`src/uart_buffered_queue_controller_core_macros.svh`:
```
// Assertion macros shared by the queue controller RTL.
`ifndef UART_BUFFERED_QUEUE_CONTROLLER_CORE_MACROS_SVH
`define UART_BUFFERED_QUEUE_CONTROLLER_CORE_MACROS_SVH

// Property that holds on every clock edge outside reset.
`define UBQC_ASSERT(lbl, clk, rst_n, prop, msg) \
  lbl: assert property (@(posedge clk) disable iff (!rst_n) (prop)) else $error(msg);

// Consequent must hold in the cycle after the antecedent.
`define UBQC_ASSERT_NEXT(lbl, clk, rst_n, ante, cons, msg) \
  lbl: assert property (@(posedge clk) disable iff (!rst_n) (ante) |=> (cons)) else $error(msg);

`endif

```
`src/ubqc_pkg.sv`:
```
// Types and constants shared by the queue controller.
`default_nettype none

package ubqc_pkg;

  localparam int QueueDepthDef = 64;
  localparam int CapRegW       = 7;
  localparam int CapResetVal   = 64;
  localparam int CountW        = 7;

  // Register indexes on the config port
  localparam logic RegRxCap = 1'b0;
  localparam logic RegTxCap = 1'b1;

  // Item kinds
  localparam logic [1:0] KindSend  = 2'd0;
  localparam logic [1:0] KindRecv  = 2'd1;
  localparam logic [1:0] KindEvent = 2'd2;

  typedef struct packed {
    logic [1:0] kind;
    logic [7:0] data_byte;
    logic       last_of_call;
    logic       rx_done;
    logic       tx_done;
    logic [7:0] rx_byte;
  } item_t;

  typedef struct packed {
    logic              tx_valid;
    logic [7:0]        tx_byte;
    logic              read_valid;
    logic [7:0]        read_byte;
    logic [CountW-1:0] rx_count;
    logic [CountW-1:0] tx_count;
    logic              tx_busy;
  } result_t;

  // Controller to datapath
  typedef struct packed {
    logic latch;
    logic push_tx;
    logic push_rx;
    logic rd;
    logic tx_start;
    logic tx_next;
    logic pop_rx;
    logic load_out;
  } cmd_t;

  // Datapath to controller
  typedef struct packed {
    logic [1:0] kind;
    logic       last_of_call;
    logic       rx_done;
    logic       tx_done;
    logic       sending;
    logic       out_stall;
  } status_t;

endpackage

`default_nettype wire

```
`src/ubqc_item_if.sv`:
```
// Input item channel: valid/ready with one item per beat.
`default_nettype none

interface ubqc_item_if;
  logic            valid;
  logic            ready;
  ubqc_pkg::item_t data;

  modport source (output valid, output data, input ready);
  modport sink (input valid, input data, output ready);
endinterface

`default_nettype wire

```
`src/ubqc_result_if.sv`:
```
// Result channel: valid/ready with one result per beat.
`default_nettype none

interface ubqc_result_if;
  logic              valid;
  logic              ready;
  ubqc_pkg::result_t data;

  modport source (output valid, output data, input ready);
  modport sink (input valid, input data, output ready);
endinterface

`default_nettype wire

```
`src/ubqc_ring.sv`:
```
// Byte ring queue with capacity register, overwrite-oldest push and registered read.
`default_nettype none

`include "uart_buffered_queue_controller_core_macros.svh"

module ubqc_ring #(
  parameter int QUEUE_DEPTH = ubqc_pkg::QueueDepthDef
) (
  input  wire logic                               clk_i,
  input  wire logic                               rst_ni,
  input  wire logic                               clr_i,
  input  wire logic [ubqc_pkg::CapRegW-1:0]       cap_i,
  input  wire logic                               push_i,
  input  wire logic [7:0]                         push_data_i,
  input  wire logic                               rd_i,
  input  wire logic                               pop_i,
  output logic [7:0]                              rd_data_o,
  output logic [$clog2(QUEUE_DEPTH+1)-1:0]        fill_o,
  output logic                                    empty_o
);
  import ubqc_pkg::*;

  localparam int IdxW   = $clog2(QUEUE_DEPTH);
  localparam int CapW   = $clog2(QUEUE_DEPTH + 1);
  localparam int SumW   = CapW + 1;
  localparam int CapRst = (CapResetVal > QUEUE_DEPTH) ? QUEUE_DEPTH : CapResetVal;

  logic [7:0]      mem_q [QUEUE_DEPTH];
  logic [7:0]      rd_data_q;
  logic [IdxW-1:0] head_q, head_d;
  logic [CapW-1:0] fill_q, fill_d;
  logic [CapW-1:0] cap_q, cap_d;

  logic [SumW-1:0] tail_sum, tail_wrap, head_inc;
  logic [IdxW-1:0] tail_idx, head_wrap;
  logic [7:0]      cap_ext;

  // Clamp written capacity to 1..QUEUE_DEPTH
  always_comb begin
    cap_ext = {1'b0, cap_i};
    if (cap_ext == 8'd0) begin
      cap_d = CapW'(1);
    end else if (cap_ext > 8'(QUEUE_DEPTH)) begin
      cap_d = CapW'(QUEUE_DEPTH);
    end else begin
      cap_d = CapW'(cap_ext);
    end
  end

  always_comb begin
    tail_sum  = SumW'(head_q) + SumW'(fill_q);
    tail_wrap = (tail_sum >= SumW'(cap_q)) ? tail_sum - SumW'(cap_q) : tail_sum;
    tail_idx  = tail_wrap[IdxW-1:0];
    head_inc  = SumW'(head_q) + SumW'(1);
    head_wrap = (head_inc >= SumW'(cap_q)) ? '0 : head_inc[IdxW-1:0];
  end

  always_comb begin
    head_d = head_q;
    fill_d = fill_q;
    if (push_i) begin
      if (fill_q < cap_q) begin
        fill_d = fill_q + CapW'(1);
      end else begin
        head_d = head_wrap;
      end
    end else if (pop_i && (fill_q != '0)) begin
      head_d = head_wrap;
      fill_d = fill_q - CapW'(1);
    end
  end

  always_ff @(posedge clk_i or negedge rst_ni) begin
    if (!rst_ni) begin
      head_q <= '0;
      fill_q <= '0;
      cap_q  <= CapW'(CapRst);
    end else if (clr_i) begin
      head_q <= '0;
      fill_q <= '0;
      cap_q  <= cap_d;
    end else begin
      head_q <= head_d;
      fill_q <= fill_d;
    end
  end

  always_ff @(posedge clk_i) begin
    if (push_i) begin
      mem_q[tail_idx] <= push_data_i;
    end
    if (rd_i) begin
      rd_data_q <= mem_q[head_q];
    end
  end

  assign rd_data_o = rd_data_q;
  assign fill_o    = fill_d;
  assign empty_o   = (fill_q == '0);

  `UBQC_ASSERT(a_fill_le_cap, clk_i, rst_ni, fill_q <= cap_q, "ring fill above capacity")
  `UBQC_ASSERT(a_head_lt_cap, clk_i, rst_ni, SumW'(head_q) < SumW'(cap_q), "ring head out of range")
  `UBQC_ASSERT(a_push_pop_excl, clk_i, rst_ni, !(push_i && pop_i), "push and pop in one cycle")

endmodule

`default_nettype wire

```
`src/ubqc_datapath.sv`:
```
// Datapath: item latch, both ring queues, busy flag and result register.
`default_nettype none

module ubqc_datapath #(
  parameter int QUEUE_DEPTH = ubqc_pkg::QueueDepthDef
) (
  input  wire logic                         clk_i,
  input  wire logic                         rst_ni,
  input  wire logic                         cfg_we_i,
  input  wire logic                         cfg_idx_i,
  input  wire logic [ubqc_pkg::CapRegW-1:0] cfg_data_i,
  input  wire ubqc_pkg::item_t              item_i,
  input  wire ubqc_pkg::cmd_t               cmd_i,
  output ubqc_pkg::status_t                 status_o,
  output logic                              out_valid_o,
  input  wire logic                         out_ready_i,
  output ubqc_pkg::result_t                 out_data_o
);
  import ubqc_pkg::*;

  localparam int CapW = $clog2(QUEUE_DEPTH + 1);

  item_t   item_q;
  result_t res_q, res_d;
  logic    out_valid_q;
  logic    sending_q, sending_d;

  logic [7:0]      tx_rd_data, rx_rd_data;
  logic [CapW-1:0] tx_fill, rx_fill;
  logic            tx_empty, rx_empty;
  logic            pop_tx;
  logic            tx_got, rx_got;

  assign pop_tx = cmd_i.tx_start || cmd_i.tx_next;

  ubqc_ring #(.QUEUE_DEPTH(QUEUE_DEPTH)) u_tx_ring (
    .clk_i       (clk_i),
    .rst_ni      (rst_ni),
    .clr_i       (cfg_we_i && (cfg_idx_i == RegTxCap)),
    .cap_i       (cfg_data_i),
    .push_i      (cmd_i.push_tx),
    .push_data_i (item_q.data_byte),
    .rd_i        (cmd_i.rd),
    .pop_i       (pop_tx),
    .rd_data_o   (tx_rd_data),
    .fill_o      (tx_fill),
    .empty_o     (tx_empty)
  );

  ubqc_ring #(.QUEUE_DEPTH(QUEUE_DEPTH)) u_rx_ring (
    .clk_i       (clk_i),
    .rst_ni      (rst_ni),
    .clr_i       (cfg_we_i && (cfg_idx_i == RegRxCap)),
    .cap_i       (cfg_data_i),
    .push_i      (cmd_i.push_rx),
    .push_data_i (item_q.rx_byte),
    .rd_i        (cmd_i.rd),
    .pop_i       (cmd_i.pop_rx),
    .rd_data_o   (rx_rd_data),
    .fill_o      (rx_fill),
    .empty_o     (rx_empty)
  );

  always_comb begin
    tx_got = pop_tx && !tx_empty;
    rx_got = cmd_i.pop_rx && !rx_empty;

    sending_d = sending_q;
    if (cmd_i.tx_start) begin
      sending_d = 1'b1;
    end else if (cmd_i.tx_next && tx_empty) begin
      sending_d = 1'b0;
    end

    res_d.tx_valid   = tx_got;
    res_d.tx_byte    = tx_got ? tx_rd_data : 8'd0;
    res_d.read_valid = rx_got;
    res_d.read_byte  = rx_got ? rx_rd_data : 8'd0;
    res_d.rx_count   = CountW'(rx_fill);
    res_d.tx_count   = CountW'(tx_fill);
    res_d.tx_busy    = sending_d;
  end

  always_ff @(posedge clk_i or negedge rst_ni) begin
    if (!rst_ni) begin
      sending_q   <= 1'b0;
      out_valid_q <= 1'b0;
    end else begin
      sending_q <= sending_d;
      if (cmd_i.load_out) begin
        out_valid_q <= 1'b1;
      end else if (out_ready_i) begin
        out_valid_q <= 1'b0;
      end
    end
  end

  always_ff @(posedge clk_i) begin
    if (cmd_i.latch) begin
      item_q <= item_i;
    end
    if (cmd_i.load_out) begin
      res_q <= res_d;
    end
  end

  assign status_o.kind         = item_q.kind;
  assign status_o.last_of_call = item_q.last_of_call;
  assign status_o.rx_done      = item_q.rx_done;
  assign status_o.tx_done      = item_q.tx_done;
  assign status_o.sending      = sending_q;
  assign status_o.out_stall    = out_valid_q && !out_ready_i;

  assign out_valid_o = out_valid_q;
  assign out_data_o  = res_q;

endmodule

`default_nettype wire

```
`src/ubqc_ctrl.sv`:
```
// Controller: sequences latch, push, store read and pop for each item.
`default_nettype none

`include "uart_buffered_queue_controller_core_macros.svh"

module ubqc_ctrl (
  input  wire logic              clk_i,
  input  wire logic              rst_ni,
  input  wire logic              in_valid_i,
  output logic                   in_ready_o,
  input  wire ubqc_pkg::status_t status_i,
  output ubqc_pkg::cmd_t         cmd_o
);
  import ubqc_pkg::*;

  typedef enum logic [1:0] {
    StIdle,
    StPush,
    StRead,
    StPop
  } state_e;

  state_e state_q, state_d;

  always_comb begin
    state_d    = state_q;
    cmd_o      = '0;
    in_ready_o = 1'b0;
    case (state_q)
      StIdle: begin
        in_ready_o  = 1'b1;
        cmd_o.latch = in_valid_i;
        if (in_valid_i) begin
          state_d = StPush;
        end
      end
      StPush: begin
        cmd_o.push_tx = (status_i.kind == KindSend);
        cmd_o.push_rx = (status_i.kind == KindEvent) && status_i.rx_done;
        state_d       = StRead;
      end
      StRead: begin
        cmd_o.rd = 1'b1;
        state_d  = StPop;
      end
      StPop: begin
        // hold until the result register is free
        if (!status_i.out_stall) begin
          cmd_o.tx_start = (status_i.kind == KindSend) && status_i.last_of_call &&
                           !status_i.sending;
          cmd_o.tx_next  = (status_i.kind == KindEvent) && status_i.tx_done &&
                           status_i.sending;
          cmd_o.pop_rx   = (status_i.kind == KindRecv);
          cmd_o.load_out = 1'b1;
          state_d        = StIdle;
        end
      end
      default: begin
        state_d = StIdle;
      end
    endcase
  end

  always_ff @(posedge clk_i or negedge rst_ni) begin
    if (!rst_ni) begin
      state_q <= StIdle;
    end else begin
      state_q <= state_d;
    end
  end

  `UBQC_ASSERT_NEXT(a_accept_to_push, clk_i, rst_ni, in_valid_i && in_ready_o, state_q == StPush, "accepted beat did not start push")
  `UBQC_ASSERT(a_load_not_stalled, clk_i, rst_ni, !(cmd_o.load_out && status_i.out_stall), "result loaded over a waiting beat")
  `UBQC_ASSERT_NEXT(a_pop_done_idle, clk_i, rst_ni, cmd_o.load_out, state_q == StIdle, "controller did not return to idle")

endmodule

`default_nettype wire

```
`src/uart_buffered_queue_controller_core.sv`:
```
// Top level of the buffered UART queue controller.
//
// item_i takes one beat per host send, host receive or line interrupt event;
// result_o gives exactly one beat per accepted item, in order. Both channels
// use valid/ready. Capacities are written on cfg_we_i/cfg_idx_i/cfg_data_i
// (index 0 receive, index 1 transmit); a write empties that queue and takes
// effect at once. Write only while no item is in flight.
// An accepted item beat is latched and then takes the push, store read and
// pop steps through the single-ported byte stores; its result beat is loaded
// at the pop step, and the next item is accepted only after that step.
// If result_o is stalled, the next item is still accepted and runs up to its
// pop step, where it waits until the held result beat is taken.
// Reset: both queues empty, capacities 64 (or QUEUE_DEPTH if smaller), no
// transmission chain running; store contents are undefined and never read
// before written. No clearing pass is needed.
`default_nettype none

module uart_buffered_queue_controller_core #(
  parameter int QUEUE_DEPTH = ubqc_pkg::QueueDepthDef
) (
  input  wire logic                         clk_i,
  input  wire logic                         rst_ni,
  input  wire logic                         cfg_we_i,
  input  wire logic                         cfg_idx_i,
  input  wire logic [ubqc_pkg::CapRegW-1:0] cfg_data_i,
  ubqc_item_if.sink                         item_i,
  ubqc_result_if.source                     result_o
);
  import ubqc_pkg::*;

  cmd_t    cmd;
  status_t status;

  ubqc_ctrl u_ctrl (
    .clk_i      (clk_i),
    .rst_ni     (rst_ni),
    .in_valid_i (item_i.valid),
    .in_ready_o (item_i.ready),
    .status_i   (status),
    .cmd_o      (cmd)
  );

  ubqc_datapath #(.QUEUE_DEPTH(QUEUE_DEPTH)) u_datapath (
    .clk_i       (clk_i),
    .rst_ni      (rst_ni),
    .cfg_we_i    (cfg_we_i),
    .cfg_idx_i   (cfg_idx_i),
    .cfg_data_i  (cfg_data_i),
    .item_i      (item_i.data),
    .cmd_i       (cmd),
    .status_o    (status),
    .out_valid_o (result_o.valid),
    .out_ready_i (result_o.ready),
    .out_data_o  (result_o.data)
  );

endmodule

`default_nettype wire

```
`src/flat_wrapper.sv`:
```
// flat-port wrapper written by rule: the top's interface ports become plain ports
module uart_buffered_queue_controller_core_flat import ubqc_pkg::*;
#(
  parameter int QUEUE_DEPTH = ubqc_pkg::QueueDepthDef
)
  (clk_i, rst_ni, cfg_we_i, cfg_idx_i, cfg_data_i, item_i_valid, item_i_data, item_i_ready, result_o_valid, result_o_data, result_o_ready);
  ubqc_item_if item_i_i ();
  ubqc_result_if result_o_i ();
  input  wire logic clk_i;
  input  wire logic rst_ni;
  input  wire logic cfg_we_i;
  input  wire logic cfg_idx_i;
  input  wire logic [ubqc_pkg::CapRegW-1:0] cfg_data_i;
  input wire logic [$bits(item_i_i.valid)-1:0] item_i_valid;
  input wire logic [$bits(item_i_i.data)-1:0] item_i_data;
  output wire logic [$bits(item_i_i.ready)-1:0] item_i_ready;
  output wire logic [$bits(result_o_i.valid)-1:0] result_o_valid;
  output wire logic [$bits(result_o_i.data)-1:0] result_o_data;
  input wire logic [$bits(result_o_i.ready)-1:0] result_o_ready;
  assign item_i_i.valid = item_i_valid;
  assign item_i_i.data = item_i_data;
  assign item_i_ready = item_i_i.ready;
  assign result_o_valid = result_o_i.valid;
  assign result_o_data = result_o_i.data;
  assign result_o_i.ready = result_o_ready;
  uart_buffered_queue_controller_core #(.QUEUE_DEPTH(QUEUE_DEPTH)) u_core (.clk_i(clk_i), .rst_ni(rst_ni), .cfg_we_i(cfg_we_i), .cfg_idx_i(cfg_idx_i), .cfg_data_i(cfg_data_i), .item_i(item_i_i), .result_o(result_o_i));
endmodule
```
`config.mk`:
```
export PLATFORM = sky130hd
export DESIGN_NAME = uart_buffered_queue_controller_core_flat
export DESIGN_NICKNAME = d
export VERILOG_FILES = /design/src/ubqc_pkg.sv /design/src/ubqc_item_if.sv /design/src/ubqc_result_if.sv /design/src/ubqc_ring.sv /design/src/ubqc_datapath.sv /design/src/ubqc_ctrl.sv /design/src/uart_buffered_queue_controller_core.sv /design/src/flat_wrapper.sv
export VERILOG_INCLUDE_DIRS = /design/src /design/src/src
export SDC_FILE = /design/constraint.sdc
export NUM_CORES = 1
export LEC_CHECK = 0
export ABC_CLOCK_PERIOD_IN_PS = 5480
export BUFFER_PORTS_ARGS = -buffer_cell sky130_fd_sc_hd__buf_2
export CAP_MARGIN = 10
export CORE_ASPECT_RATIO = 1.1
export CORE_UTILIZATION = 40
export CTS_CLUSTER_SIZE = 10
export DETAILED_ROUTE_END_ITERATION = 6
export PLACE_DENSITY_LB_ADDON = 0.08
export SETUP_SLACK_MARGIN = 0.15
export SLEW_MARGIN = 30
export SYNTH_ARGS = -nofsm -noshare
export SYNTH_HDL_FRONTEND = slang
export SYNTH_SLANG_ARGS = --single-unit
export TNS_END_PERCENT = 100
```
`constraint.sdc`:
```
create_clock -name clk_i -period 5.48 [get_ports clk_i]
set_input_delay 1.096 -clock clk_i [delete_from_list [all_inputs] [get_ports clk_i]]
set_output_delay 1.096 -clock clk_i [all_outputs]
set_load 0.01 [all_outputs]
```
==> results.cfg <==
[global_route]
antenna_found_initial = 0
track_usage_pct = 19.9
overflow = 0
grt_pass1_wl_um = 172000
grt_max_degree = 102
grt_pass1_vias = 24900

[logic_synthesis]
synth.most_common_cell = edfxtp_1
ys.warnings.count = 0
synth_nets = 2581
syn_area_per_cell_sq_um = 18.9
synthArstFlopShare_pct = 3.87
synth.distinct_cells = 82
synth_cells = 2479
ys.flop_type = edfxtp_1
synth_top_area_share_pct = 70.2
syn_area_sq_um = 46800
ys_ff_latch = 1138
synth_top_area_cell = edfxtp_1
synthTopCellsByCount = 1,094 x edfxtp_1, 257 x mux4_2, 181 x nor2_1
synthTopCellsByArea = edfxtp_1 70%, mux4_2 12%, dfrtp_1 2.2%
synth_edf_count = 1094
yosysSeqAreaShare_pct = 72.5

[die]
rows = 131
core_area_sq_um = 116000
start_util_pct = 40.3
die_h_um = 361
die_area_sq_um = 118000
die_x_um = 328
ios = 69

[sta]
worst_pin_slew_ns = 1.03
fin_ws_ns = 0.423
fin_crit_sh_pct = 92.3
whs_ns = 0.453
finClkSkew_ns = 0.0205
rsz0062_at_grt = false
setup_viol = 0
relSlewSlack_pct = 31.3
fin_crit_ns = 5.06
tns_ns = 0
drv_slew = 0
max_freq_mhz = 198
hold_viol = 0

[power]
cellLeakagePower_nw = 16.7
p_total_mw = 23.0
vdd_ir_drop_max_mv = 0.231
power_density_nw_per_um2 = 434

[routing]
drt_pass1_iterations = 7
routedWlPerCell_um = 27.2
ant_nets = 0
dr.first_iter.drc_count = 1977
dr_total_vias = 23500
viasPerCell = 5.56
wirelength_um = 115000
drc = 12

[clocking]
clock_tree.buffer_depth = 3
cts_resized = 0
htreeDepth = 4
clk_pin_slew_ns = 0.05
cts_buffers = 135
holdBufCountCts = 0
cts_root_buf = clkbuf_16
tritoncts = yes
clk_latency_ns = 0.73
clkSinkCount = 1138
cts_setup_buffers = 0

[final_layout]
areaGrowthSynthToFinish_pct = 13.3
final_nets = 2752
fin_area_sq_um = 53000
drive_above_1_share_pct = 22.6
fin_cells = 4234
final_util_pct = 45.7

[placed_design]
portBuffers = 68
place_congestion = 0.878
hpwl_um = 73100
place_inst = 4039
dp_slack_ns = 0.367
placed_cell_area_sq_um = 49200

[setup_path]
r2r_start = u_core.u_datapath.u_rx_ring.fill_q[0]$_DFF_PN0_
endpoint_kind = flop
crit_required_ns = 5.86
worstPathArrival_ns = 5.44
crit_path_start_kind = flop
path_max_fanout = 8
r2r_end = u_core.u_datapath.u_rx_ring.mem_q[43][6]$_DFFE_PP_
rr_worst_depth = 13
criticalPathCategory = reg -> reg
ff2ff_setup_slack_ns = 0.42

[run_status]
status = complete, but fails checks
violations = DRC

[hold_path]
min_delay_worst_endpoint = u_core.u_datapath.u_tx_ring.mem_q[62][7]$_DFFE_PP_
hold_path.class = reg -> reg
holdPathStages = 0
min_from = u_core.u_datapath.item_q[18]$_DFFE_PP_

[run]
drv_cap = 0
==> layer usage <==
metal / global-route usage [%] / vias up / part of all wire (%)
li1: - / 10400 / -
met1: 26.1 / 12400 / 42
met2: 33.9 / 613 / 51
met3: 3.14 / 163 / 4.6
met4: 5.89 / 0 / 2.2
met5: 0 / - / 0
==> worst max path at each step <==
| stage | from | endpoint | slack, ns | depth (start not counted) |
|---|---|---|---|---|
| after global placement | u_core.u_datapath.u_rx_ring.fill_q[0]$_DFF_PN0_ | u_core.u_datapath.u_rx_ring.mem_q[53][1]$_DFFE_PP_ | 0.29 | 13 |
| after floorplan | u_core.u_datapath.u_tx_ring.fill_q[0]$_DFF_PN0_ | u_core.u_datapath.u_tx_ring.mem_q[14][0]$_DFFE_PP_ | 1.35 | 15 |
| after CTS | u_core.u_datapath.u_tx_ring.fill_q[1]$_DFF_PN0_ | u_core.u_datapath.u_tx_ring.mem_q[4][2]$_DFFE_PP_ | 0.33 | 13 |
| after global routing | u_core.u_datapath.u_rx_ring.fill_q[1]$_DFF_PN0_ | u_core.u_datapath.u_rx_ring.mem_q[43][7]$_DFFE_PP_ | 0.15 | 13 |
| after detailed placement | u_core.u_datapath.u_tx_ring.fill_q[1]$_DFF_PN0_ | u_core.u_datapath.u_tx_ring.mem_q[4][1]$_DFFE_PP_ | 0.37 | 13 |
| final | u_core.u_datapath.u_rx_ring.fill_q[0]$_DFF_PN0_ | u_core.u_datapath.u_rx_ring.mem_q[43][6]$_DFFE_PP_ | 0.42 | 13 |
==> registers in the layout (all words and copies together) (netlist names), 8 cells and up <==
signal	count
u_core.u_datapath.u_rx_ring.mem_q	512
u_core.u_datapath.u_tx_ring.mem_q	512
u_core.u_datapath.out_data_o	33
u_core.u_datapath.item_q	16
u_core.u_datapath.u_rx_ring.rd_data_o	8
u_core.u_datapath.u_tx_ring.rd_data_o	8
==> cell families after synthesis <==
| family | Yosys count | synth area share (%) |
|---|---|---|
| flip-flops | 1138 | 72.5 |
| AND/OR/NAND/NOR | 460 | 4.77 |
| XOR/XNOR | 46 | 0.860 |
| AO/OA/AOI/OAI | 272 | 4.06 |
| adder cells (fa/ha/maj) | 68 | 1.88 |
| multiplexers | 350 | 14.4 |
| buffers and inverters | 145 | 1.48 |
==> layout by cell type (no fill, tap or decap), types with 15 or more instances in the layout <==
| cell | instances |
|---|---|
| a22oi_1 | 39 |
| buf_2 | 69 |
| inv_1 | 37 |
| nor3_1 | 27 |
| nand3_1 | 34 |
| mux2i_1 | 74 |
| mux4_2 | 257 |
| xor2_1 | 23 |
| nor2b_1 | 32 |
| nor2_1 | 179 |
| a21o_1 | 15 |
| clkbuf_16 | 141 |
| and2_1 | 39 |
| o21ai_0 | 39 |
| a211oi_1 | 20 |
| buf_4 | 67 |
| nand2b_1 | 23 |
| dfrtp_1 | 35 |
| ha_1 | 64 |
| edfxtp_1 | 1094 |
| a21oi_1 | 62 |
| xnor2_1 | 23 |
| clkbuf_1 | 29 |
| nand2_1 | 64 |
==> critical path, stage by stage (launching register included) <==
cell and delay (ns):
dfrtp_1 0.44, ha_1 0.28, fa_1 0.43, xnor2_1 0.33, inv_1 0.16, ha_1 0.40
nor2b_1 0.15, o21ai_1 0.08, and4b_1 0.19, o21ai_2 0.29, or2_1 0.41, buf_4 0.30
mux2i_2 0.81, nor2_1 0.42
==> area by class of cell <==
type	instances	area (sq um)
Sequential cell	1138	34000
Antenna cell	1	2.50
Inverter	38	143
Fill cell	9852	63000
Tap cell	1529	1910
Clock buffer	172	3660
Multi-Input combinational cell	1196	12200
Timing Repair Buffer	141	938
Clock inverter	19	160
==> where the power goes <==
part | internal (mW) | switching (mW) | total (mW)
clock network | 4.69 | 3.30 | 7.99
logic | 1.83 | 2.91 | 4.75
registers | 10.1 | 0.141 | 10.3
total | 16.6 | 6.36 | 23.0
Note: power is estimated with default switching activity, not from simulation.
